===== config.mk =====
export PLATFORM = sky130hd
export DESIGN_NAME = touch_sample_map_and_press_detect_unit
export DESIGN_NICKNAME = d
export VERILOG_FILES = /design/src/rtl/tsmpd_pkg.sv /design/src/rtl/touch_sample_map_and_press_detect_unit.sv /design/src/rtl/tsmpd_cfg_regs.sv /design/src/rtl/tsmpd_divider.sv
export VERILOG_INCLUDE_DIRS = /design/src /design/src/rtl
export SDC_FILE = /design/constraint.sdc
export NUM_CORES = 1
export LEC_CHECK = 0
export ABC_AREA = 1
export BUFFER_PORTS_ARGS = -buffer_cell sky130_fd_sc_hd__buf_2
export CAP_MARGIN = 10
export CORE_UTILIZATION = 25
export CTS_CLUSTER_DIAMETER = 200
export CTS_CLUSTER_SIZE = 20
export DETAILED_ROUTE_END_ITERATION = 8
export PLACE_DENSITY = 0.44
export SYNTH_ARGS = -nofsm -noshare
export SYNTH_HDL_FRONTEND = slang
export SYNTH_SLANG_ARGS = --single-unit

===== constraint.sdc =====
create_clock -name clk -period 11.75 [get_ports clk]
set_clock_uncertainty 0.15 [all_clocks]
set_input_delay 2.35 -clock clk [delete_from_list [all_inputs] [get_ports clk]]
set_output_delay 2.35 -clock clk [all_outputs]
set_load 0.1 [all_outputs]

===== src/rtl/touch_sample_map_and_press_detect_unit_assert.svh =====
// Assertion macros for the touch sample map and press detect unit.
`ifndef TOUCH_SAMPLE_MAP_AND_PRESS_DETECT_UNIT_ASSERT_SVH
`define TOUCH_SAMPLE_MAP_AND_PRESS_DETECT_UNIT_ASSERT_SVH

// Checks a condition at every clock edge outside reset.
`define TSMPD_ASSERT_ALWAYS(label, ck, rstn, expr, msg) \
	label: assert property (@(posedge ck) disable iff (!rstn) (expr)) else $error(msg);

// Checks that a condition holds in the cycle after a trigger.
`define TSMPD_ASSERT_NEXT(label, ck, rstn, ante, cons, msg) \
	label: assert property (@(posedge ck) disable iff (!rstn) (ante) |=> (cons)) else $error(msg);

`endif


===== src/rtl/tsmpd_pkg.sv =====
// Shared types and constants of the touch sample map and press detect unit.
package tsmpd_pkg;

	localparam int RAW_W     = 10;
	localparam int CRD_W     = 12;
	localparam int DIFF_W    = RAW_W + 1;
	localparam int DVD_W     = RAW_W + CRD_W;
	localparam int DIV_STEPS = DVD_W;
	localparam int CNT_W     = $clog2(DIV_STEPS + 1);
	localparam int IDX_W     = 3;

	localparam logic [IDX_W-1:0] REG_X_CAL_LOW  = 3'd0;
	localparam logic [IDX_W-1:0] REG_X_CAL_HIGH = 3'd1;
	localparam logic [IDX_W-1:0] REG_Y_CAL_LOW  = 3'd2;
	localparam logic [IDX_W-1:0] REG_Y_CAL_HIGH = 3'd3;
	localparam logic [IDX_W-1:0] REG_X_SPAN     = 3'd4;
	localparam logic [IDX_W-1:0] REG_Y_SPAN     = 3'd5;
	localparam logic [IDX_W-1:0] REG_DEAD_ZONE  = 3'd6;

	localparam logic [RAW_W-1:0] RST_X_CAL_LOW  = 10'd90;
	localparam logic [RAW_W-1:0] RST_X_CAL_HIGH = 10'd950;
	localparam logic [RAW_W-1:0] RST_Y_CAL_LOW  = 10'd100;
	localparam logic [RAW_W-1:0] RST_Y_CAL_HIGH = 10'd860;
	localparam logic [CRD_W-1:0] RST_X_SPAN     = 12'd1000;
	localparam logic [CRD_W-1:0] RST_Y_SPAN     = 12'd1000;
	localparam logic [CRD_W-1:0] RST_DEAD_ZONE  = 12'd5;

	typedef struct packed {
		logic [RAW_W-1:0] x_cal_low;
		logic [RAW_W-1:0] x_cal_high;
		logic [RAW_W-1:0] y_cal_low;
		logic [RAW_W-1:0] y_cal_high;
		logic [CRD_W-1:0] x_span;
		logic [CRD_W-1:0] y_span;
		logic [CRD_W-1:0] dead_zone;
	} cfg_t;

endpackage


===== src/rtl/touch_sample_map_and_press_detect_unit.sv =====
// Top level: touch sample mapper and press detector with a shared divider.
//
//  Channel | Direction | Signals                         | Word
//  s_      | in        | s_tvalid s_tready s_tdata s_tuser | one raw sample pair
//  m_      | out       | m_tvalid m_tready m_tdata m_tuser | mapped pair and flags
//  cfg_    | in        | cfg_valid cfg_ready cfg_index cfg_data | one register write
//
// A result word passes these steps after acceptance: per axis a multiply state, a divider
// load, 22 restoring steps, the done strobe and a clamp state, then the decide state; the
// shared divider runs x and y in turn, and decide waits while the output register is full.
// The input side is ready only while the sequencer is idle; a finished word waits
// in the output register, and the next sample may be accepted meanwhile.
// Reset clears the sequencer, the rest reference and the held button state.
`include "touch_sample_map_and_press_detect_unit_assert.svh"

module touch_sample_map_and_press_detect_unit (
	input  logic                        clk,
	input  logic                        arst_n,
	input  logic                        s_tvalid,
	output logic                        s_tready,
	input  logic [23:0]                 s_tdata,   // raw_x [9:0], raw_y [19:10], zero pad
	input  logic [0:0]                  s_tuser,   // capture_rest [0]
	output logic                        m_tvalid,
	input  logic                        m_tready,
	output logic [23:0]                 m_tdata,   // coord_x [11:0], coord_y [23:12]
	output logic [1:0]                  m_tuser,   // press_active [0], release_now [1]
	input  logic                        cfg_valid,
	output logic                        cfg_ready,
	input  logic [tsmpd_pkg::IDX_W-1:0] cfg_index,
	input  logic [tsmpd_pkg::CRD_W-1:0] cfg_data
);
	import tsmpd_pkg::*;

	typedef enum logic [5:0] {
		ST_IDLE   = 6'b000001,
		ST_MUL    = 6'b000010,
		ST_LOAD   = 6'b000100,
		ST_DIV    = 6'b001000,
		ST_CLAMP  = 6'b010000,
		ST_DECIDE = 6'b100000
	} state_t;

	state_t           state_q;
	cfg_t             cfg;

	logic [RAW_W-1:0] raw_x_q, raw_y_q;
	logic             capture_q;
	logic             axis_q;
	logic [DVD_W-1:0] prod_q;
	logic [RAW_W-1:0] den_mag_q;
	logic             zero_q;
	logic [CRD_W-1:0] coord_x_q, coord_y_q;
	logic [CRD_W-1:0] rest_x_q, rest_y_q;
	logic             held_q;

	logic             m_valid_q;
	logic [CRD_W-1:0] m_x_q, m_y_q;
	logic             m_press_q, m_release_q;

	logic [RAW_W-1:0] raw_sel, lo_sel, hi_sel;
	logic [CRD_W-1:0] span_sel;
	logic [DIFF_W-1:0] diff, den;
	logic [RAW_W-1:0] diff_mag, den_mag;
	logic [DVD_W-1:0] prod;
	logic             div_start, div_done;
	logic [DVD_W-1:0] quot;
	logic [CRD_W-1:0] clamped;
	logic [CRD_W-1:0] adx, ady;
	logic             is_press, is_release;
	logic             out_free, in_acc, load_out;

	tsmpd_cfg_regs u_cfg (
		.clk      (clk),
		.arst_n   (arst_n),
		.wr_en    (cfg_valid),
		.wr_index (cfg_index),
		.wr_data  (cfg_data),
		.cfg      (cfg)
	);

	tsmpd_divider u_div (
		.clk      (clk),
		.arst_n   (arst_n),
		.start    (div_start),
		.dividend (prod_q),
		.divisor  (den_mag_q),
		.done     (div_done),
		.quotient (quot)
	);

	assign cfg_ready = 1'b1;
	assign s_tready  = (state_q == ST_IDLE);
	assign in_acc    = s_tvalid && s_tready;
	assign out_free  = !m_valid_q || m_tready;
	assign load_out  = (state_q == ST_DECIDE) && out_free;
	assign div_start = (state_q == ST_LOAD);

	always_comb begin
		raw_sel  = axis_q ? raw_y_q : raw_x_q;
		lo_sel   = axis_q ? cfg.y_cal_low : cfg.x_cal_low;
		hi_sel   = axis_q ? cfg.y_cal_high : cfg.x_cal_high;
		span_sel = axis_q ? cfg.y_span : cfg.x_span;
	end

	// The signed quotient is negative or zero when the signs differ, so the clamp
	// leaves zero; otherwise magnitudes divide unsigned.
	assign diff     = {1'b0, raw_sel} - {1'b0, lo_sel};
	assign den      = {1'b0, hi_sel} - {1'b0, lo_sel};
	assign diff_mag = diff[DIFF_W-1] ? RAW_W'(-diff) : diff[RAW_W-1:0];
	assign den_mag  = den[DIFF_W-1] ? RAW_W'(-den) : den[RAW_W-1:0];
	assign prod     = {{CRD_W{1'b0}}, diff_mag} * {{RAW_W{1'b0}}, span_sel};

	assign clamped = zero_q ? '0 :
		(quot > {{RAW_W{1'b0}}, span_sel}) ? span_sel : quot[CRD_W-1:0];

	assign adx = (coord_x_q > rest_x_q) ? coord_x_q - rest_x_q : rest_x_q - coord_x_q;
	assign ady = (coord_y_q > rest_y_q) ? coord_y_q - rest_y_q : rest_y_q - coord_y_q;
	assign is_press   = !capture_q && (adx > cfg.dead_zone) && (ady > cfg.dead_zone);
	assign is_release = !capture_q && !is_press && held_q;

	always_ff @(posedge clk or negedge arst_n) begin
		if (!arst_n) begin
			state_q   <= ST_IDLE;
			axis_q    <= 1'b0;
			rest_x_q  <= '0;
			rest_y_q  <= '0;
			held_q    <= 1'b0;
			m_valid_q <= 1'b0;
		end else begin
			if (load_out) begin
				m_valid_q <= 1'b1;
			end else if (m_tready) begin
				m_valid_q <= 1'b0;
			end
			case (state_q)
				ST_IDLE: begin
					if (in_acc) begin
						axis_q  <= 1'b0;
						state_q <= ST_MUL;
					end
				end
				ST_MUL: state_q <= ST_LOAD;
				ST_LOAD: state_q <= ST_DIV;
				ST_DIV: begin
					if (div_done) begin
						state_q <= ST_CLAMP;
					end
				end
				ST_CLAMP: begin
					if (!axis_q) begin
						axis_q  <= 1'b1;
						state_q <= ST_MUL;
					end else begin
						state_q <= ST_DECIDE;
					end
				end
				ST_DECIDE: begin
					if (out_free) begin
						if (capture_q) begin
							rest_x_q <= coord_x_q;
							rest_y_q <= coord_y_q;
						end else if (is_press) begin
							held_q <= 1'b1;
						end else if (is_release) begin
							held_q <= 1'b0;
						end
						state_q <= ST_IDLE;
					end
				end
				default: state_q <= ST_IDLE;
			endcase
		end
	end

	always_ff @(posedge clk) begin
		if (in_acc) begin
			raw_x_q   <= s_tdata[RAW_W-1:0];
			raw_y_q   <= s_tdata[2*RAW_W-1:RAW_W];
			capture_q <= s_tuser[0];
		end
		if (state_q == ST_MUL) begin
			prod_q    <= prod;
			den_mag_q <= den_mag;
			zero_q    <= (den == '0) || (diff[DIFF_W-1] != den[DIFF_W-1]);
		end
		if (state_q == ST_CLAMP) begin
			if (!axis_q) begin
				coord_x_q <= clamped;
			end else begin
				coord_y_q <= clamped;
			end
		end
		if (load_out) begin
			m_x_q       <= coord_x_q;
			m_y_q       <= coord_y_q;
			m_press_q   <= is_press;
			m_release_q <= is_release;
		end
	end

	assign m_tvalid = m_valid_q;
	assign m_tdata  = {m_y_q, m_x_q};
	assign m_tuser  = {m_release_q, m_press_q};

	`TSMPD_ASSERT_ALWAYS(a_flags_exclusive, clk, arst_n, !(m_valid_q && m_press_q && m_release_q), "press and release reported together")
	`TSMPD_ASSERT_ALWAYS(a_coord_clamped, clk, arst_n, !m_valid_q || (m_x_q <= cfg.x_span && m_y_q <= cfg.y_span), "coordinate above span")
	`TSMPD_ASSERT_NEXT(a_busy_after_accept, clk, arst_n, in_acc, !s_tready, "input ready while a sample is in work")
	`TSMPD_ASSERT_ALWAYS(a_div_done_in_div, clk, arst_n, !div_done || state_q == ST_DIV, "divider finished outside the divide step")

endmodule


===== src/rtl/tsmpd_cfg_regs.sv =====
// Calibration and dead zone register file.
module tsmpd_cfg_regs (
	input  logic                        clk,
	input  logic                        arst_n,
	input  logic                        wr_en,
	input  logic [tsmpd_pkg::IDX_W-1:0] wr_index,
	input  logic [tsmpd_pkg::CRD_W-1:0] wr_data,
	output tsmpd_pkg::cfg_t             cfg
);
	import tsmpd_pkg::*;

	cfg_t cfg_q;

	always_ff @(posedge clk or negedge arst_n) begin
		if (!arst_n) begin
			cfg_q.x_cal_low  <= RST_X_CAL_LOW;
			cfg_q.x_cal_high <= RST_X_CAL_HIGH;
			cfg_q.y_cal_low  <= RST_Y_CAL_LOW;
			cfg_q.y_cal_high <= RST_Y_CAL_HIGH;
			cfg_q.x_span     <= RST_X_SPAN;
			cfg_q.y_span     <= RST_Y_SPAN;
			cfg_q.dead_zone  <= RST_DEAD_ZONE;
		end else if (wr_en) begin
			case (wr_index)
				REG_X_CAL_LOW:  cfg_q.x_cal_low  <= wr_data[RAW_W-1:0];
				REG_X_CAL_HIGH: cfg_q.x_cal_high <= wr_data[RAW_W-1:0];
				REG_Y_CAL_LOW:  cfg_q.y_cal_low  <= wr_data[RAW_W-1:0];
				REG_Y_CAL_HIGH: cfg_q.y_cal_high <= wr_data[RAW_W-1:0];
				REG_X_SPAN:     cfg_q.x_span     <= wr_data;
				REG_Y_SPAN:     cfg_q.y_span     <= wr_data;
				REG_DEAD_ZONE:  cfg_q.dead_zone  <= wr_data;
				default: ;
			endcase
		end
	end

	assign cfg = cfg_q;

endmodule


===== src/rtl/tsmpd_divider.sv =====
// Restoring divider, one quotient bit per cycle, shared by both axes.
module tsmpd_divider (
	input  logic                        clk,
	input  logic                        arst_n,
	input  logic                        start,
	input  logic [tsmpd_pkg::DVD_W-1:0] dividend,
	input  logic [tsmpd_pkg::RAW_W-1:0] divisor,
	output logic                        done,
	output logic [tsmpd_pkg::DVD_W-1:0] quotient
);
	import tsmpd_pkg::*;

	logic [DVD_W-1:0] quo_q;
	logic [RAW_W-1:0] rem_q;
	logic [RAW_W-1:0] dsr_q;
	logic [CNT_W-1:0] cnt_q;
	logic             done_q;

	logic [RAW_W:0]   shifted;
	logic [RAW_W+1:0] trial;
	logic             fits;

	// The remainder stays below the divisor, so the shifted value fits in one extra bit.
	assign shifted = {rem_q, quo_q[DVD_W-1]};
	assign trial   = {1'b0, shifted} - {2'b00, dsr_q};
	assign fits    = !trial[RAW_W+1];

	always_ff @(posedge clk or negedge arst_n) begin
		if (!arst_n) begin
			cnt_q  <= '0;
			done_q <= 1'b0;
		end else if (start) begin
			cnt_q  <= CNT_W'(DIV_STEPS);
			done_q <= 1'b0;
		end else if (cnt_q != '0) begin
			cnt_q  <= cnt_q - 1'b1;
			done_q <= (cnt_q == CNT_W'(1));
		end else begin
			done_q <= 1'b0;
		end
	end

	always_ff @(posedge clk) begin
		if (start) begin
			quo_q <= dividend;
			rem_q <= '0;
			dsr_q <= divisor;
		end else if (cnt_q != '0) begin
			quo_q <= {quo_q[DVD_W-2:0], fits};
			rem_q <= fits ? trial[RAW_W-1:0] : shifted[RAW_W-1:0];
		end
	end

	assign done     = done_q;
	assign quotient = quo_q;

endmodule

==> results by stage, run 1 <==
Detailed routing:
- Across all layers, the routed design uses 15250 vias.
- After detailed routing, the met3 layer carries 1945 um of wire.
- The first routing iteration left 860 violations.
- The post-detailed-route count of antenna-violating nets is 0.
- After detailed routing, the wire length on met1 is roughly 25000 um.
- The residual DRC count is 0.
- After detailed routing, the average wire length per cell comes to 15.54 um.
- The detailed-router iteration count before antenna repair is 7.
- The wire length after detailed routing is 53860 um.
- Dividing the detail-routed via count by the number of cells gives 4.399.
- In the detailed route, the total length drawn on met2 is 25420 um.
- After detailed routing, no signal wire sits above met5.

Setup path:
- Counting buffers and inverters, the worst setup path is 26 cells deep.
- The logic depth of the worst register-to-register path is 26.
- At the worst endpoint, the required time is 11.85 ns.
- Grouping stages by cell kind, the critical path spends the most delay in adder cells.
- The critical path is of the reg -> reg type.
- The destination of the worst register-to-register timing path is prod_q[16].
- The critical path's largest stage delay is between 0.9 and 1 ns.
- The worst-path cell with the longest stage delay is sky130_fd_sc_hd__xor2_1.
- Together, buffers and inverters on the worst path number 6.
- The most repeated library cell on the critical path is sky130_fd_sc_hd__fa_1.
- At the worst endpoint, the arrival time is 9.24 ns.
- In this run the critical register-to-register path is launched from axis_q.
- The kind of capture point of the worst setup path is a flip-flop.
- Along the worst path, the maximum fanout reaches 30.
- In this run the register-to-register setup slack is 2.61 ns.
- The element type at the critical path start is a flip-flop.

Finish:
- The final cell utilization of the core is 28.09%.
- In the final layout, the share of cells above drive strength 1 is 8.580%.
- In the final design database the tool counted 2730 nets.
- With fillers left out, the area of the finished cells amounts to 21480 sq um.
- Relative to the synthesized area, the layout overhead comes to 10.29%.
- The final antenna diode count is 0.

Logic synthesis:
- The summed instance area of the synthesized netlist is roughly 20000 sq um.
- The number of different library cells used by synthesis comes to 55.
- The area share of fa/ha/maj cells after synthesis is about 20%.
- The post-synthesis net count is 2680.
- Yosys attributes the largest share of cell area to sky130_fd_sc_hd__edfxtp_1 (21%), sky130_fd_sc_hd__nand2_1 (12%), sky130_fd_sc_hd__ha_1 (11%).
- Summing the areas of all xor and xnor instances in the mapped netlist gives 3.059% of the synthesized area.
- The sequential fraction of the synthesis area is 37.00%.
- The prevailing post-synth register cell is sky130_fd_sc_hd__edfxtp_1.
- For this run, the number of Yosys warnings is 0.
- The number of synthesized flops with an enable pin is 136.
- After synthesis, the share of cell area in mux cells is 0.5654%.
- The fraction of registers with async set or reset after synthesis is 44.06%.
- Of all cell types, the one taking the most synthesized area is sky130_fd_sc_hd__edfxtp_1.
- The post-synthesis register bit count is 261.
- The fraction of the mapped netlist area in compound gates is under 10%.
- The top cell type by area accounts for 20.97% of the synthesized area.
- The post-synthesis share of cell area spent on and, or, nand and nor gates is 21.22%.
- The number of standard cells after synthesis is 2376.
- The mean instance size in the synthesized netlist is ~8 sq um.
- The largest family of logic cells by synthesized area is simple AND/OR/NAND/NOR gates.

GRT:
- For this run, the total global-route usage over all layers was measured as between 10% and 20%.
- Summed over all layers, the global routing overflow is 0.
- The number of antenna violations at the first check in global routing is 1.
- The number of global-route vias before repair came to 15440.
- The global-route wire length before repair is 85640 um.
- Entering global routing, the biggest net connects 60 pins.

Die:
- The core region is 76450 sq um.
- The floorplan has 101 rows.
- The total I/O pin count is 74.
- The die span in y is 281.1 um.
- The die covers 79010 sq um.
- The die boundary width is 281.1 um.
- Once the floorplan was initialized, standard cells occupied 25.47% of the core.

Clock tree:
- In this run, post-CTS hold repair placed 0 buffers.
- The tree built by TritonCTS fans out to 261 sinks.
- The H-tree depth reported by CTS is 1.
- Buffers added to address setup during post-CTS repair amount to 0.
- After clock tree synthesis, the clock-pin slew on the worst setup and hold paths is ~0.09 ns.
- TritonCTS created 17 clock buffers.
- The CTS tree is yes.
- The number of buffers between clock root and the deepest sink is 3.
- The count of instances resized after the clock tree is built is 0.
- The cell at the root of the clock tree is sky130_fd_sc_hd__clkbuf_16.
- The later pin in the worst-skew pair is clocked with a latency of approximately 0.55 ns.

STA:
- The time the worst path needs with I/O delays and setup is 9.140 ns.
- The worst relative slew slack is 23.25%.
- The worst path uses 77.79% of the clock period.
- Setup violations remaining at the end of the flow were counted as 0.
- The slew of the pin with the lowest slew margin is 1.147 ns.
- Adding up every negative setup slack in the final design gives 0 ns.
- Hold timing on the final database bottoms out at a slack of around 0.25 ns.
- The highest clock frequency the design can meet is roughly 110 MHz.
- The final hold violation count is 0.
- The final number of max-transition violations came to 0.
- Setup repair after global routing left no endpoint under its margin.

Status:
- The run finished with clean final reports.

Place:
- The instance area after placement is about 21000 sq um.
- The count of port buffers added during placement is 68.
- Summed over all nets, the half-perimeter wirelength after detailed placement is 42570 um.
- At the end of routability-driven placement, the weighted congestion stood at 0.8844.

Worst hold path:
- The worst hold path belongs to the class reg -> reg.
- The origin of the worst min-delay path is den_mag_q[3].
- The worst hold path terminates at u_div.dsr_q[3].
- The cell depth of the worst hold path is 0.

Run:
- The number of maximum-capacitance violations is 0.
flip-flops by register name, summed over array words and instances, names as in the netlist, 12 cells and up:
| register | flops |
|---|---|
| rest_y_q | 12 |
| u_cfg.cfg | 76 |
| u_div.quotient | 22 |
| m_y_q | 12 |
| m_x_q | 12 |
| coord_y_q | 12 |
| prod_q | 22 |
| coord_x_q | 12 |
| rest_x_q | 12 |
cell families after synthesis:
family          Yosys count
xor+xnor                 68
flops                   261
fa+ha+maj               259
other cells               1
simple gates            998
mux                      11
buf+inv                 426
compound gates          352
how the worst max path moves through the flow:
stage	start	to	slack, ns
global placement	axis_q	prod_q[16]	2.67
finish	axis_q	prod_q[16]	2.61
floorplan	axis_q	prod_q[16]	4.58
detailed placement	axis_q	prod_q[16]	2.58
CTS	axis_q	prod_q[16]	2.56
global route	axis_q	prod_q[16]	2.04
final cells by class:
cell class,count,area [sq um]
Timing Repair Buffer,85,470.5
Clock buffer,26,459.2
Inverter,372,1401
Tap cell,1030,1289
Multi-Input combinational cell,1689,10620
Sequential cell,261,7207
Fill cell,8205,54980
Clock inverter,3,32.53
placed cells by master, fill, tap and decap left out, drive strengths merged, types with 2 or more instances in the layout:
master and n:
a21o 11, fa 85, nand2 649, clkbuf 26
a31oi 8, xnor2 19, clkinv 3, dfrtp 80
buf 85, xor2 49, o21ai 188, edfxtp 136
inv 372, and2 2, a21boi 7, nor2 199
a21oi 118, nor3 14, o21a 3, ha 174
dfstp 35, a211oi 3, o211ai 6, nand3b 3
dfxtp 10, nand3 90, nand4 18, nor4 3
or2 20, mux2i 11, o21bai 3
per-stage QoR:
step | std cells | worst slack (ns)
after floorplan | 2376 | 4.582
after global placement | 3437 | 2.673
after detailed placement | 3437 | 2.576
after CTS | 3466 | 2.555
after global routing | 3466 | 2.043
final | 3466 | 2.610
routing by layer:
| layer | GRT usage, % | vias to the layer above |
|---|---|---|
| met4 | 3.040 | 2 |
| met5 | 0 | - |
| li1 | - | 7688 |
| met1 | 18.51 | 7262 |
| met3 | 1.555 | 53 |
| met2 | 23.91 | 243 |
worst reg2reg max path, stage by stage, from the launching register on:
cell and delay [ns]:
sky130_fd_sc_hd__dfrtp_2 0.81, sky130_fd_sc_hd__buf_4 0.45, sky130_fd_sc_hd__mux2i_1 0.31, sky130_fd_sc_hd__ha_1 0.18
sky130_fd_sc_hd__inv_1 0.11, sky130_fd_sc_hd__fa_1 0.51, sky130_fd_sc_hd__nand2_1 0.16, sky130_fd_sc_hd__nand3_2 0.11
sky130_fd_sc_hd__a21oi_2 0.59, sky130_fd_sc_hd__nand2_1 0.14, sky130_fd_sc_hd__xor2_1 0.92, sky130_fd_sc_hd__nor2_1 0.13
sky130_fd_sc_hd__fa_1 0.53, sky130_fd_sc_hd__inv_1 0.05, sky130_fd_sc_hd__fa_1 0.49, sky130_fd_sc_hd__inv_1 0.07
sky130_fd_sc_hd__fa_1 0.51, sky130_fd_sc_hd__fa_1 0.57, sky130_fd_sc_hd__inv_1 0.06, sky130_fd_sc_hd__fa_1 0.53
sky130_fd_sc_hd__inv_1 0.06, sky130_fd_sc_hd__ha_1 0.37, sky130_fd_sc_hd__nand2_1 0.12, sky130_fd_sc_hd__nor4_1 0.41
sky130_fd_sc_hd__a21oi_1 0.16, sky130_fd_sc_hd__o21ai_0 0.27, sky130_fd_sc_hd__xor2_1 0.12
synthesized netlist by cell type (all sizes together), types with 20 or more instances:
library cell / instances
edfxtp: 136
fa: 85
ha: 174
a21oi: 118
clkbuf: 28
o21ai: 188
or2: 20
buf: 26
nand3: 90
nand2: 649
dfstp: 35
nor2: 199
xor2: 49
dfrtp: 80
inv: 369
Power of run 1 is not shown: default switching activity piles up to over one toggle a cycle in this logic, so the estimate is an artifact.
==> run 2, diff against run 1 <==
- PLACE_DENSITY: 0.44 -> 0.45
- clock period: 11.75 -> 7.7 ns (I/O delays scaled with it)
==> results by stage, run 2 (synthesis results as in run 1) <==
STA:
- The setup slack of the critical path after layout is 0.4222 ns.
- After routing, the total negative slack on setup checks comes to 0 ns.
- Setup repair after global routing left no endpoint under its margin.
- The final number of max-transition violations is 0.
- The final hold violation count is 0.
- The highest clock frequency the design can meet is 137.4 MHz.
- The total of endpoints with negative setup slack in the final report is 0.
- The time the worst path needs with I/O delays and setup is just over 7 ns.
- The share of the clock period used by the worst path is between 90% and 100%.
- The slew of the pin with the lowest slew margin is 1.144 ns.
- Headroom to the max-slew limit came out at 23.20%.

Clock tree:
- After clock tree synthesis, the clock-pin slew on the worst setup and hold paths is 0.09 ns.
- The number of buffers inserted during clock tree synthesis is 17.
- The root buffer cell chosen for the clock tree is sky130_fd_sc_hd__clkbuf_16.
- The tree built by TritonCTS fans out to 261 sinks.
- The clock reaches the later pin of the worst-skew pair after around 0.52 ns.
- The number of buffers between clock root and the deepest sink is 3.
- In this run the number of H-tree levels came out at 1.
- The CTS tree is yes.

Detailed routing:
- The wire length per cell is 15.54 um.
- In the routed layout, each cell is associated on average with a via count of 4.417.
- The total number of vias is about 16000.
- The post-detailed-route count of antenna-violating nets is 0.
- The starting DRC count in detailed routing is 791.
- The detailed-router iteration count before antenna repair is 5.
- The wire length after detailed routing is roughly 55000 um.
- The residual DRC count is 0.

Setup path:
- Of all nets on the critical path, the largest fanout is 8.
- The endpoint identified for the worst register-to-register timing path is prod_q[19].
- The worst setup path is captured at a flip-flop.
- The internal reg-to-reg setup slack is 0.42 ns.
- The arrival time at the worst endpoint is 7.39 ns.
- The critical path's largest stage delay is 0.58 ns.
- The worst register-to-register path begins at axis_q.
- Tracing the worst setup path back leads to its startpoint at axis_q.
- STA classifies the critical path startpoint as a flip-flop.
- The kind of critical path is reg -> reg.
- Following the worst setup path forward leads to its endpoint at prod_q[19].
- For this design, the slowest cell found on the critical path is sky130_fd_sc_hd__fa_1.
- The required time at the endpoint of the critical path is 7.81 ns.
- The logic depth of the worst register-to-register path is 34.

Die:
- The die boundary width is approximately 280 um.
- Once the floorplan was initialized, standard cells occupied 25.47% of the core.
- The die covers approximately 80000 sq um.
- The core outline area is 76450 sq um.
- The die span in y is 281.1 um.
- In this run the count of I/O pins placed on the die edge is 74.
- The count of standard-cell rows is ~100.

Finish:
- The sequential cells in the finished layout cover a total of around 7200 sq um.
- The count of nets after finishing is 2786.
- The top cell types in the final layout, fill and taps aside, are sky130_fd_sc_hd__nand2_1 (632), sky130_fd_sc_hd__inv_1 (357), sky130_fd_sc_hd__nor2_1 (186).
- In the final layout, the share of cells above drive strength 1 is 10.71%.
- The non-filler instance count after layout is 3522.
- The number of flip-flops in the largest register is 76.
- The final antenna diode count is 0.
- Cells fill between 20% and 30% of the core in the end.
- Leaving out fill and tap cells, the most frequent cell in the layout is sky130_fd_sc_hd__nand2_1.
- From synthesis to final layout, the design area changed by 12.52%.
- The layout has approximately 8000 filler cells.
- Summing all multi-input logic gate instances after layout gives 10630 sq um.

GRT:
- The number of antenna violations at the first check in global routing is 0.
- The total overflow left after global routing is 0.
- Entering global routing, the biggest net connects 66 pins.
- The number of global-route vias before repair is roughly 16000.
- The aggregate global-route resource usage is 14.20%.
- The global-route wire length before repair is 88260 um.

Place:
- The cell count after placement is around 3500.
- The count of buffers added on input and output ports is 68.
- The minimum setup slack after placement is 0.3251 ns.
- The placer congestion estimate is 0.8727.
- The half-perimeter wire length of the detailed placement result is 43360 um.

Status:
- The flow ran to the end, and the final reports show no timing, DRC or antenna violations.

Run:
- Max-cap violations in this run came to 0.

Worst hold path:
- The path category of the worst min-delay check is reg -> reg.
==> run 2: timing repair <==
action | 4_1_cts | 5_1_grt
buffers inserted | 0 | 2
endpoints found under the setup margin | 0 | 7
hold endpoints to repair | 0 | 0
hold buffers | 0 | 0
resized for setup | 0 | 5
==> run 2: how the worst min path moves through the flow <==
stage,cells past startpoint,to,startpoint,slack (ns)
detailed placement,0,u_div.dsr_q[1],den_mag_q[1],0.26
global route,0,u_div.dsr_q[0],den_mag_q[0],0.26
floorplan,0,u_div.dsr_q[0],den_mag_q[0],0.25
finish,0,u_div.dsr_q[0],den_mag_q[0],0.25
global placement,0,u_div.dsr_q[3],den_mag_q[3],0.26
CTS,0,u_div.dsr_q[0],den_mag_q[0],0.25
==> run 2: worst max-delay path, delay by kind of cell (launching register included) <==
kind | cells | cell delay, ns
xor gates and xnor gates | 1 | 0.18
and+or+nand+nor | 14 | 1.40
AOI/OAI and AO/OA | 1 | 0.15
DFF | 1 | 0.49
buffers and inverters | 9 | 0.77
adders and majority gates | 9 | 3.86
==> run 2: routing by layer <==
metal  global-route usage [%]  vias up  wire length (um)
met3                    1.330       65              1688
met5                        0        -                 0
met1                    18.63     7465             25360
met4                    3.209        0              1163
li1                         -     7790                 -
met2                    25.00      236             26510
==> run 2: per-stage QoR <==
stage          hold slack [ns]  instance area, sq um
2_1_floorplan           0.2503                 19470
5_1_grt                 0.2619                 21910
3_3_place_gp            0.2619                 21380
4_1_cts                 0.2537                 21870
3_5_place_dp            0.2570                 21380
6_report                0.2547                 21910
==> run 2: layout make-up <==
| cell class | count | share of cell area, % |
|---|---|---|
| flip-flops and latches | 261 | 32.89 |
| repair buffers | 141 | 4.066 |
| multi-input cells | 1689 | 48.53 |
| clock buffers | 28 | 2.136 |
| inverters | 372 | 6.396 |
| well taps | 1030 | 5.882 |
| clock inverters | 1 | 0.09137 |
Power of run 2 is left out for the same reason.
